$ cat src/sv/tplcm_pkg.sv
// Package: phrase ROM, LED actions and the item record passed along the cell chain.
`default_nettype none
package tplcm_pkg;

	localparam int NUM_PHRASES    = 6;
	localparam int MAX_PHRASE_LEN = 18;
	localparam int ROM_ROWS       = 16;
	localparam int ROM_COLS       = 32;
	localparam int CH_W           = 8;
	localparam int POS_W          = $clog2(ROM_COLS);
	localparam int LED_W          = 3;
	localparam int MATCH_W        = 6;

	localparam logic [LED_W-1:0] LED_NONE = 3'h0;
	localparam logic [LED_W-1:0] LED_NUM  = 3'h2;
	localparam logic [LED_W-1:0] LED_CAPS = 3'h4;
	localparam logic [LED_W-1:0] LED_ALL  = 3'h7;

	typedef logic [CH_W-1:0] char_t;
	typedef logic [ROM_COLS-1:0][CH_W-1:0] row_t;

	typedef struct packed {
		row_t              row;
		logic [POS_W-1:0]  len;
		logic [LED_W-1:0]  act_set;
		logic [LED_W-1:0]  act_clr;
	} phrase_t;

	// LED effect so far is leds' = (leds & keep_mask) | set_mask
	typedef struct packed {
		char_t                  ch;
		logic                   last;
		logic [LED_W-1:0]       keep_mask;
		logic [LED_W-1:0]       set_mask;
		logic [NUM_PHRASES-1:0] hits;
	} item_t;

	function automatic phrase_t phrase_get(input int idx);
		phrase_t                   p;
		logic [ROM_COLS*CH_W-1:0]  lit;
		int                        n_raw;
		int                        n;
		lit     = '0;
		n_raw   = 0;
		p.act_set = LED_NONE;
		p.act_clr = LED_NONE;
		case (idx)
			0: begin
				lit = "start caps";          n_raw = 10; p.act_set = LED_CAPS;
			end
			1: begin
				lit = "stop caps";           n_raw = 9;  p.act_clr = LED_CAPS;
			end
			2: begin
				lit = "start num";           n_raw = 9;  p.act_set = LED_NUM;
			end
			3: begin
				lit = "stop num";            n_raw = 8;  p.act_clr = LED_NUM;
			end
			4: begin
				lit = "let there be light";  n_raw = 18; p.act_set = LED_ALL;
			end
			5: begin
				lit = "lights out";          n_raw = 10; p.act_clr = LED_ALL;
			end
			default: begin
				lit = '0;                    n_raw = 0;
			end
		endcase
		for (int j = 0; j < ROM_COLS; j++) begin
			if (j < n_raw)
				p.row[j] = lit[(n_raw-1-j)*CH_W +: CH_W];
			else
				p.row[j] = '0;
		end
		n = n_raw;
		if (n > MAX_PHRASE_LEN)
			n = MAX_PHRASE_LEN;
		if (n > ROM_COLS - 1)
			n = ROM_COLS - 1;
		p.len = POS_W'(n);
		return p;
	endfunction

endpackage
`default_nettype wire

$ cat src/sv/typed_phrase_led_command_matcher.sv
// Top level: chain of phrase cells feeding the LED state and result register.
// Result path: the last character of a key passes through every phrase cell stage, then the result register.
// Throughput: one character per cycle; the chain only halts while a result waits under stall.
// Each phrase cell is one pipeline stage; the LED register updates once per key at the end.
// Reset: asynchronous, clears all match positions, skip flags, LEDs and valid bits.
`default_nettype none
module typed_phrase_led_command_matcher (
	input  wire                            clk,
	input  wire                            arst_n,
	input  wire                            key_valid,
	output logic                           key_stall,
	input  wire  [tplcm_pkg::CH_W-1:0]     ch,
	input  wire                            last_of_key,
	output logic                           res_valid,
	input  wire                            res_stall,
	output logic [tplcm_pkg::LED_W-1:0]    led_bits,
	output logic [tplcm_pkg::MATCH_W-1:0]  matched
);
	import tplcm_pkg::*;

	logic                     advance;
	logic [NUM_PHRASES:0]     vld;
	item_t                    itm [NUM_PHRASES+1];
	item_t                    tail;

	logic                     res_valid_q;
	logic [LED_W-1:0]         leds_q;
	logic [MATCH_W-1:0]       matched_q;
	logic [LED_W-1:0]         leds_n;
	logic [MATCH_W-1:0]       matched_n;

	assign advance   = !(res_valid_q && res_stall);
	assign key_stall = !advance;

	always_comb begin
		itm[0].ch        = ch;
		itm[0].last      = last_of_key;
		itm[0].keep_mask = '1;
		itm[0].set_mask  = '0;
		itm[0].hits      = '0;
	end
	assign vld[0] = key_valid;

	for (genvar g = 0; g < NUM_PHRASES; g++) begin : g_cell
		tplcm_cell u_cell (
			.clk       (clk),
			.arst_n    (arst_n),
			.advance   (advance),
			.in_valid  (vld[g]),
			.in_item   (itm[g]),
			.phrase    (phrase_get(g)),
			.out_valid (vld[g+1]),
			.out_item  (itm[g+1])
		);
	end

	assign tail = itm[NUM_PHRASES];

	always_comb begin
		leds_n    = (leds_q & tail.keep_mask) | tail.set_mask;
		matched_n = '0;
		for (int j = 0; j < MATCH_W; j++) begin
			if (j < NUM_PHRASES)
				matched_n[j] = tail.hits[j];
		end
	end

	always_ff @(posedge clk or negedge arst_n) begin
		if (!arst_n) begin
			res_valid_q <= 1'b0;
			leds_q      <= '0;
		end else if (advance) begin
			res_valid_q <= vld[NUM_PHRASES] && tail.last;
			if (vld[NUM_PHRASES] && tail.last)
				leds_q <= leds_n;
		end
	end

	always_ff @(posedge clk) begin
		if (advance && vld[NUM_PHRASES] && tail.last)
			matched_q <= matched_n;
	end

	assign res_valid = res_valid_q;
	assign led_bits  = leds_q;
	assign matched   = matched_q;

	a_stall_only_on_held_result: assert property (@(posedge clk) disable iff (!arst_n)
		key_stall |-> (res_valid && res_stall))
		else $error("request stalled without a held result");

	a_key_end_gives_result: assert property (@(posedge clk) disable iff (!arst_n)
		(advance && vld[NUM_PHRASES] && tail.last) |=> res_valid)
		else $error("end of key produced no result");

	a_mid_key_no_result: assert property (@(posedge clk) disable iff (!arst_n)
		(advance && !(vld[NUM_PHRASES] && tail.last)) |=> !res_valid)
		else $error("result without end of key");

	a_leds_hold_without_result: assert property (@(posedge clk) disable iff (!arst_n)
		!(advance && vld[NUM_PHRASES] && tail.last) |=> $stable(leds_q))
		else $error("LED state changed outside end of key");

endmodule
`default_nettype wire

$ cat src/sv/tplcm_cell.sv
// One matcher cell: match state of a single phrase plus one pipeline stage of the request.
`default_nettype none
module tplcm_cell (
	input  wire                 clk,
	input  wire                 arst_n,
	input  wire                 advance,
	input  wire                 in_valid,
	input  tplcm_pkg::item_t    in_item,
	input  tplcm_pkg::phrase_t  phrase,
	output logic                out_valid,
	output tplcm_pkg::item_t    out_item
);
	import tplcm_pkg::*;

	logic [POS_W-1:0]     pos_q;
	logic                 skip_q;
	logic                 vld_s1;
	item_t                item_s1;

	logic [POS_W-1:0]     pos_n;
	logic                 skip_n;
	logic                 hit;
	logic                 done;
	logic [NUM_PHRASES:0] hits_ext;
	item_t                nxt;

	always_comb begin
		pos_n  = pos_q;
		skip_n = skip_q;
		hit    = (pos_q < phrase.len) && (phrase.row[pos_q] == in_item.ch);
		if (!skip_q) begin
			if (hit) begin
				pos_n = pos_q + POS_W'(1);
			end else begin
				pos_n  = ((phrase.len != '0) && (phrase.row[0] == in_item.ch)) ?
					POS_W'(1) : '0;
				skip_n = 1'b1;
			end
		end
		done = in_item.last && (phrase.len != '0) && (pos_n == phrase.len);
		if (in_item.last)
			skip_n = 1'b0;

		nxt = in_item;
		if (done) begin
			nxt.keep_mask = in_item.keep_mask & ~phrase.act_set & ~phrase.act_clr;
			nxt.set_mask  = (in_item.set_mask | phrase.act_set) & ~phrase.act_clr;
		end
		hits_ext = {done, in_item.hits};
		nxt.hits = hits_ext[NUM_PHRASES:1];
	end

	always_ff @(posedge clk or negedge arst_n) begin
		if (!arst_n) begin
			pos_q  <= '0;
			skip_q <= 1'b0;
			vld_s1 <= 1'b0;
		end else if (advance) begin
			vld_s1 <= in_valid;
			if (in_valid) begin
				pos_q  <= pos_n;
				skip_q <= skip_n;
			end
		end
	end

	always_ff @(posedge clk) begin
		if (advance && in_valid)
			item_s1 <= nxt;
	end

	assign out_valid = vld_s1;
	assign out_item  = item_s1;

endmodule
`default_nettype wire

$ cat config.mk
export PLATFORM = sky130hd
export DESIGN_NAME = typed_phrase_led_command_matcher
export DESIGN_NICKNAME = d
export VERILOG_FILES = /design/src/sv/tplcm_pkg.sv /design/src/sv/typed_phrase_led_command_matcher.sv /design/src/sv/tplcm_cell.sv
export SDC_FILE = /design/constraint.sdc
export NUM_CORES = 1
export LEC_CHECK = 0
export CORE_MARGIN = 8
export CORE_UTILIZATION = 60
export CTS_CLUSTER_SIZE = 14
export DETAILED_ROUTE_END_ITERATION = 6
export DONT_BUFFER_PORTS = 1
export PLACE_DENSITY_LB_ADDON = 0.25
export SETUP_SLACK_MARGIN = 0.05
export SYNTH_ARGS = -nofsm -noshare
export SYNTH_HDL_FRONTEND = slang
export SYNTH_SLANG_ARGS = --single-unit
$ cat constraint.sdc
create_clock -name clk -period 6 [get_ports clk]
set_clock_uncertainty 0.2 [all_clocks]
set_input_delay 0.9 -clock clk [delete_from_list [all_inputs] [get_ports clk]]
set_output_delay 0.9 -clock clk [all_outputs]
set_load 0.03 [all_outputs]
# Word-level counts from Yosys, hierarchy flattened
# Memory sizes are Yosys's and may differ from the RTL's.
# Index checks and enable logic that the tools add are counted.
[word_totals] regBits=155 mem_bits_ro=1536 input_bits=13 wordCells=174 mem_count=6
[op_classes] add_sub_neg=6 n_lt_le_gt_ge=12 n_eq_ne=18 mux=43 n_bitwise=3 n_reduce_logical=30
[mem_list] name="(no name shown)" depth=32 word_bits=8 read_ports=1 rd_clocked_by_memory_dff=0 wr=0 line="tplcm_cell.sv:30" rtl="hit = (pos_q < phrase.len) && (phrase.row[pos_q] == in_item.ch);"
[mem_list] name="(no name shown)" depth=32 word_bits=8 read_ports=1 rd_clocked_by_memory_dff=0 wr=0 line="tplcm_cell.sv:30"
[mem_list] name="(no name shown)" depth=32 word_bits=8 read_ports=1 rd_clocked_by_memory_dff=0 wr=0 line="tplcm_cell.sv:30"
[mem_list] name="(no name shown)" depth=32 word_bits=8 read_ports=1 rd_clocked_by_memory_dff=0 wr=0 line="tplcm_cell.sv:30"
[mem_list] name="(no name shown)" depth=32 word_bits=8 read_ports=1 rd_clocked_by_memory_dff=0 wr=0 line="tplcm_cell.sv:30"
[mem_list] name="(no name shown)" depth=32 word_bits=8 read_ports=1 rd_clocked_by_memory_dff=0 wr=0 line="tplcm_cell.sv:30"
[op_table] operator="5-bit 2-to-1 mux" n=12
[op_table] operator="7-bit by 8-bit equality test with 1-bit output, first input constant" n=6
[op_table] operator="8-bit equality test" n=6
[op_table] operator="8-bit 2-to-1 mux" n=6
[op_table] operator="5-bit by 6-bit less-than comparator with 1-bit output, second input constant" n=6
[op_table] operator="5-bit by 1-bit adder with 5-bit output, second input constant" n=6
[op_table] operator="5-bit by 4-bit equality test with 1-bit output, second input constant" n=5
[op_table] operator="5-bit by 4-bit less-than comparator with 1-bit output, second input constant" n=5
[op_table] operator="1-bit 2-to-1 mux" n=24
[op_table] operator="1-bit logical AND" n=22
[op_table] operator="2-bit AND reduction" n=7
[op_table] operator="6-bit 2-to-1 mux" n=1
[op_table] operator="5-bit equality test, second input constant" n=1
[op_table] operator="5-bit less-than comparator, second input constant" n=1
[op_table] operator="3-bit AND" n=1
[op_table] operator="3-bit bitwise OR" n=1
[op_table] operator="1-bit logical NOT" n=1
[op_table] operator="1-bit inverter" n=1

# Longest topological paths before layout
[depth] ltp_word=9 ltp_mapped=11

# Hierarchy
# Synthesis repeated with hierarchy kept, for this count alone.
[hier_totals] cells_unflattened=1853 hier_area_um2=21704.6
[modules_own_cells] module="tplcm_cell" n_inst=6 cells_each=305 area_each_um2=3558.4 seq_area_each_um2=805.8
[modules_own_cells] module="typed_phrase_led_command_matcher" n_inst=1 cells_each=23 area_each_um2=354.1 seq_area_each_um2=280.3

# Least setup slack after synthesis
# Ideal clock, no wire load.
[synth_timing] kind="register -> register" startpoint="register g_cell[4].u_cell.pos_q[1]" endpoint="register g_cell[4].u_cell.item_s1 (netlist bit g_cell[4].u_cell.out_item[10]), data pin" setup_time_ps=255 arrival_time_ps=2624 slack_ps=2922 stages_incl_launch_ff=12 n_path_buf=1 synth_period_minus_slack_ps=3078 cell_sequence="dfrtp_1 > clkbuf_1 > inv_1 > ha_1 > a211o_1 > o22ai_1 > xor2_1 > nor4_1 > o2111ai_2 > nor4_2 > o221ai_2 > and2_1"
[synth_via] elab_chain_len=8
[synth_lines] item="from (decl)" line="tplcm_cell.sv:15" rtl="logic [POS_W-1:0] pos_q;"
[synth_lines] item="from (signal assigned)" line="tplcm_cell.sv:61" rtl="pos_q <= pos_n;"
[synth_lines] item="memory 32 x 8 bit"
[synth_lines] item="8-bit 2-to-1 mux (implied by the code)" line="tplcm_cell.sv:30"
[synth_lines] item="8-bit equality test" line="tplcm_cell.sv:30"
[synth_lines] item="1-bit logical AND" line="tplcm_cell.sv:30"
[synth_lines] item="5-bit 2-to-1 mux" line="tplcm_cell.sv:32" rtl="if (hit) begin"
[synth_lines] item="5-bit 2-to-1 mux (*)" line="tplcm_cell.sv:31" rtl="if (!skip_q) begin"
[synth_lines] item="5-bit equality test (*)" line="tplcm_cell.sv:40" rtl="done = in_item.last && (phrase.len != '0) && (pos_n == phrase.len);"
[synth_lines] item="1-bit logical AND (*)" line="tplcm_cell.sv:40"
[synth_lines] item="to (signal assigned)" line="tplcm_cell.sv:69" rtl="item_s1 <= nxt;"
[synth_lines] item="to (decl)" line="tplcm_cell.sv:18" rtl="item_t item_s1;"
# Every way passes the cells marked *; elsewhere a longest branch is shown, timed or not. The select of a mux whose other input is x is not followed.
# A chain may end at the register's enable or synchronous reset.

# Worst setup path after layout
[layout_timing] startpoint="register g_cell[4].u_cell.pos_q[0]" endpoint="register g_cell[4].u_cell.item_s1 (netlist bit g_cell[4].u_cell.out_item[11]), data pin"
# The elaborated chain is that of the path after synthesis.

==> impl_metrics.ini <==
[power_and_ir_drop]
powerDensity_nw_per_um2 = 389
vdd_ir_drop_max_uv = 197
power_mw = 3.19
p_switching_mw = 1.02
pwr-share-clk_pct = 31.0
comb_power_share_pct = 17.4
internal-power_mw = 2.17
p_leak_nw = 3.00
seqPwrFrac_pct = 51.6
p_sw_share_pct = 31.9

[cells_and_area]
drive_above_1_share_pct = 7.53
final_util_pct = 66.1
diodes = 0
nFillCells = 950
syn_to_final_growth_pct = 8.92
multi_input_area_sq_um = 3230
final_nets = 721
seq_area_sq_um = 4030

[synth]
synth_top_area_cell = edfxtp_1
synthTopCellsByArea = edfxtp_1, dfrtp_1, ha_1, nand2_1, a21oi_1
synth_top_area_share_pct = 38.3
avgSynthCellArea_sq_um = 10.9
ys.flop_type = edfxtp_1
async_reset_ff_share_pct = 32.4
synth_seq_cells = 142
yosys_warnings = 0
synth.most_common_cell = edfxtp_1
synth_cell_types = 81
synth_edf_count = 96
ys_seq_area_share_pct = 53.6
synth.net_count = 731
synth_common_cells = edfxtp_1, nand2_1, dfrtp_1
syn_inst = 688
syn_area_sq_um = 7530

[clock_network]
cts_sinks = 142
clk_latency_ns = 0.41
cts_tree = yes
post-cts-setup-buffer-count = 0
root_buffer = clkbuf_16
htree_levels = 4
clk_transition_reported_paths_ns = 0.06
clock_path_buffers = 2
cts_buffers = 17

[floorplanning]
die_w_um = 128
die_area_sq_um = 16400
initial_utilization_pct = 60.7
io_pins = 24
coreArea_sq_um = 12400
rows = 41
die_h_um = 128

[routing]
wire_per_inst_um = 16.1
drtIter0Drc = 346
ant_nets = 0
drc = 0
num_vias = 5141
drt_first_pass_iters = 5
wirelength_um = 13900
viasPerCell = 5.96

[timing]
finalMaxSlewViolations = 0
max_slew_margin_pct = 43.5
tightest_slew_ns = 0.846
clock.fmax_mhz = 286
setup_viol = 0
rsz0062_at_grt = false
fin_tns_setup_ns = 0
finalHoldViolations = 0
fin_crit_ns = 3.49
period_share_pct = 58.2

[global_routing]
grt_usage_pct = 18.0
grt_max_degree = 47
grt-ovfl-total = 0
grt_pass1_wl_um = 23500
antenna_found_initial = 0
grt_pass1_vias = 4922

[place]
routabilityCongestion = 0.921
dp_hpwl_um = 9770
portBuffers = 0

[outcome]
status = completed

[worst_hold_path]
worstHoldPathType = in2async

[worst_setup_path]
end_kind = flop
startpoint_type = flop
crit_required_ns = 5.97
cp_max_fo = 9
cp_data_arrival_time_ns = 3.46
critPathKind = reg2reg
regToRegSetupSlack_ns = 2.51

[flow_run]
cap_violations = 0
area by class of cell:
class,count,share of cell area (%)
flip-flops and latches,142,49.2
multi-input cells,482,39.4
clock buffers,17,5.19
well taps,172,2.62
clock inverters,15,1.65
inverters,33,1.51
repair buffers,2,0.427
state kept, by name, summed over array words and instances (netlist names):
signal                   count
g_cell.u_cell.out_item      90
g_cell.u_cell.pos_q         30
g_cell.u_cell.out_valid      6
g_cell.u_cell.skip_q         6
matched                      6
led_bits                     3
res_valid                    1
worst max-delay path, stage by stage (launching register included):
cell       delay [ns]
dfrtp_1          0.53
inv_1            0.17
ha_1             0.38
a211o_1          0.29
o22ai_1          0.14
xor2_1           0.09
nor4_1           0.36
o2111ai_2        0.34
nor4_2           0.30
o221ai_2         0.23
and2_1           0.21
power groups by stage:
stage / combinational [mW] / clock [mW] / sequential (mW)
4_1_cts: 0.560 / 1.01 / 1.65
3_5_place_dp: 0.546 / 0 / 1.66
6_report: 0.555 / 0.991 / 1.65
5_1_grt: 0.627 / 1.05 / 1.68
2_1_floorplan: 0.492 / 0 / 1.56
3_3_place_gp: 0.525 / 0 / 1.65
worst paths after layout:
kind,start,to,cells after the start
worst max-delay path,g_cell[4].u_cell.pos_q[0]$_DFFE_PN0P_,g_cell[4].u_cell.out_item[11]$_SDFFCE_PP0P_,10
worst min-delay path,arst_n,g_cell[4].u_cell.pos_q[3]$_DFFE_PN0P_,1
worst max register to register,g_cell[4].u_cell.pos_q[0]$_DFFE_PN0P_,g_cell[4].u_cell.out_item[11]$_SDFFCE_PP0P_,10
worst min register to register,g_cell[5].u_cell.out_item[0]$_DFFE_PP_,matched[0]$_DFFE_PP_,0
max in group asynchronous,arst_n,g_cell[0].u_cell.pos_q[2]$_DFFE_PN0P_,1
min in group clk,g_cell[5].u_cell.out_item[0]$_DFFE_PP_,matched[0]$_DFFE_PP_,0
cells in the final DEF, fill, tap and decap left out, types with 6 or more instances in the layout:
| cell | count |
|---|---|
| o31ai_1 | 7 |
| o21ai_0 | 30 |
| edfxtp_1 | 96 |
| a31oi_1 | 6 |
| a21o_1 | 7 |
| nor2b_1 | 19 |
| nor3_1 | 22 |
| a211oi_1 | 7 |
| clkbuf_16 | 17 |
| mux2i_1 | 14 |
| nand2b_1 | 18 |
| dfrtp_1 | 46 |
| o21ai_1 | 11 |
| xor2_1 | 11 |
| and2_1 | 19 |
| nand2_1 | 61 |
| clkinv_2 | 6 |
| nor2_1 | 33 |
| xnor2_1 | 14 |
| ha_1 | 30 |
| nand3_1 | 14 |
| inv_1 | 31 |
| o22ai_1 | 7 |
| a21oi_1 | 41 |
| and3_1 | 6 |
through the flow:
stage                     hold WS [ns]  std cells  area, sq um  setup WS [ns]
after floorplan                  0.200        688         7530           2.92
after global placement           0.203        830         7610           2.73
after detailed placement         0.205        830         7610           2.52
after CTS                        0.133        863         8200           2.51
after global routing             0.138        863         8200           2.30
final                            0.132        863         8200           2.51
kinds of logic (layout without fill, tap and decap cells):
family / count (synthesis) / in the layout / share of synthesized area (%)
buf+inv: 64 / 67 / 3.49
simple gates: 248 / 248 / 18.4
mux: 17 / 17 / 2.31
compound gates: 162 / 162 / 14.4
fa+ha+maj: 30 / 30 / 4.99
flops: 142 / 142 / 53.6
xor+xnor: 25 / 25 / 2.91
per-layer routing:
layer  global-route usage (%)  routed length [um]  up-vias
li1                         -                   -     2511
met1                     21.1                6090     2472
met2                     30.5                6870      131
met3                     4.74                 625       27
met4                     7.97                 327        0
met5                        0                   0        -
what timing repair did:
action / 4_1_cts / 5_1_grt
hold endpoints to repair: 46 / 0
resized for setup: 0 / 0
hold buffers: 1 / 0
No activity file was read; power rests on OpenSTA's default activity.
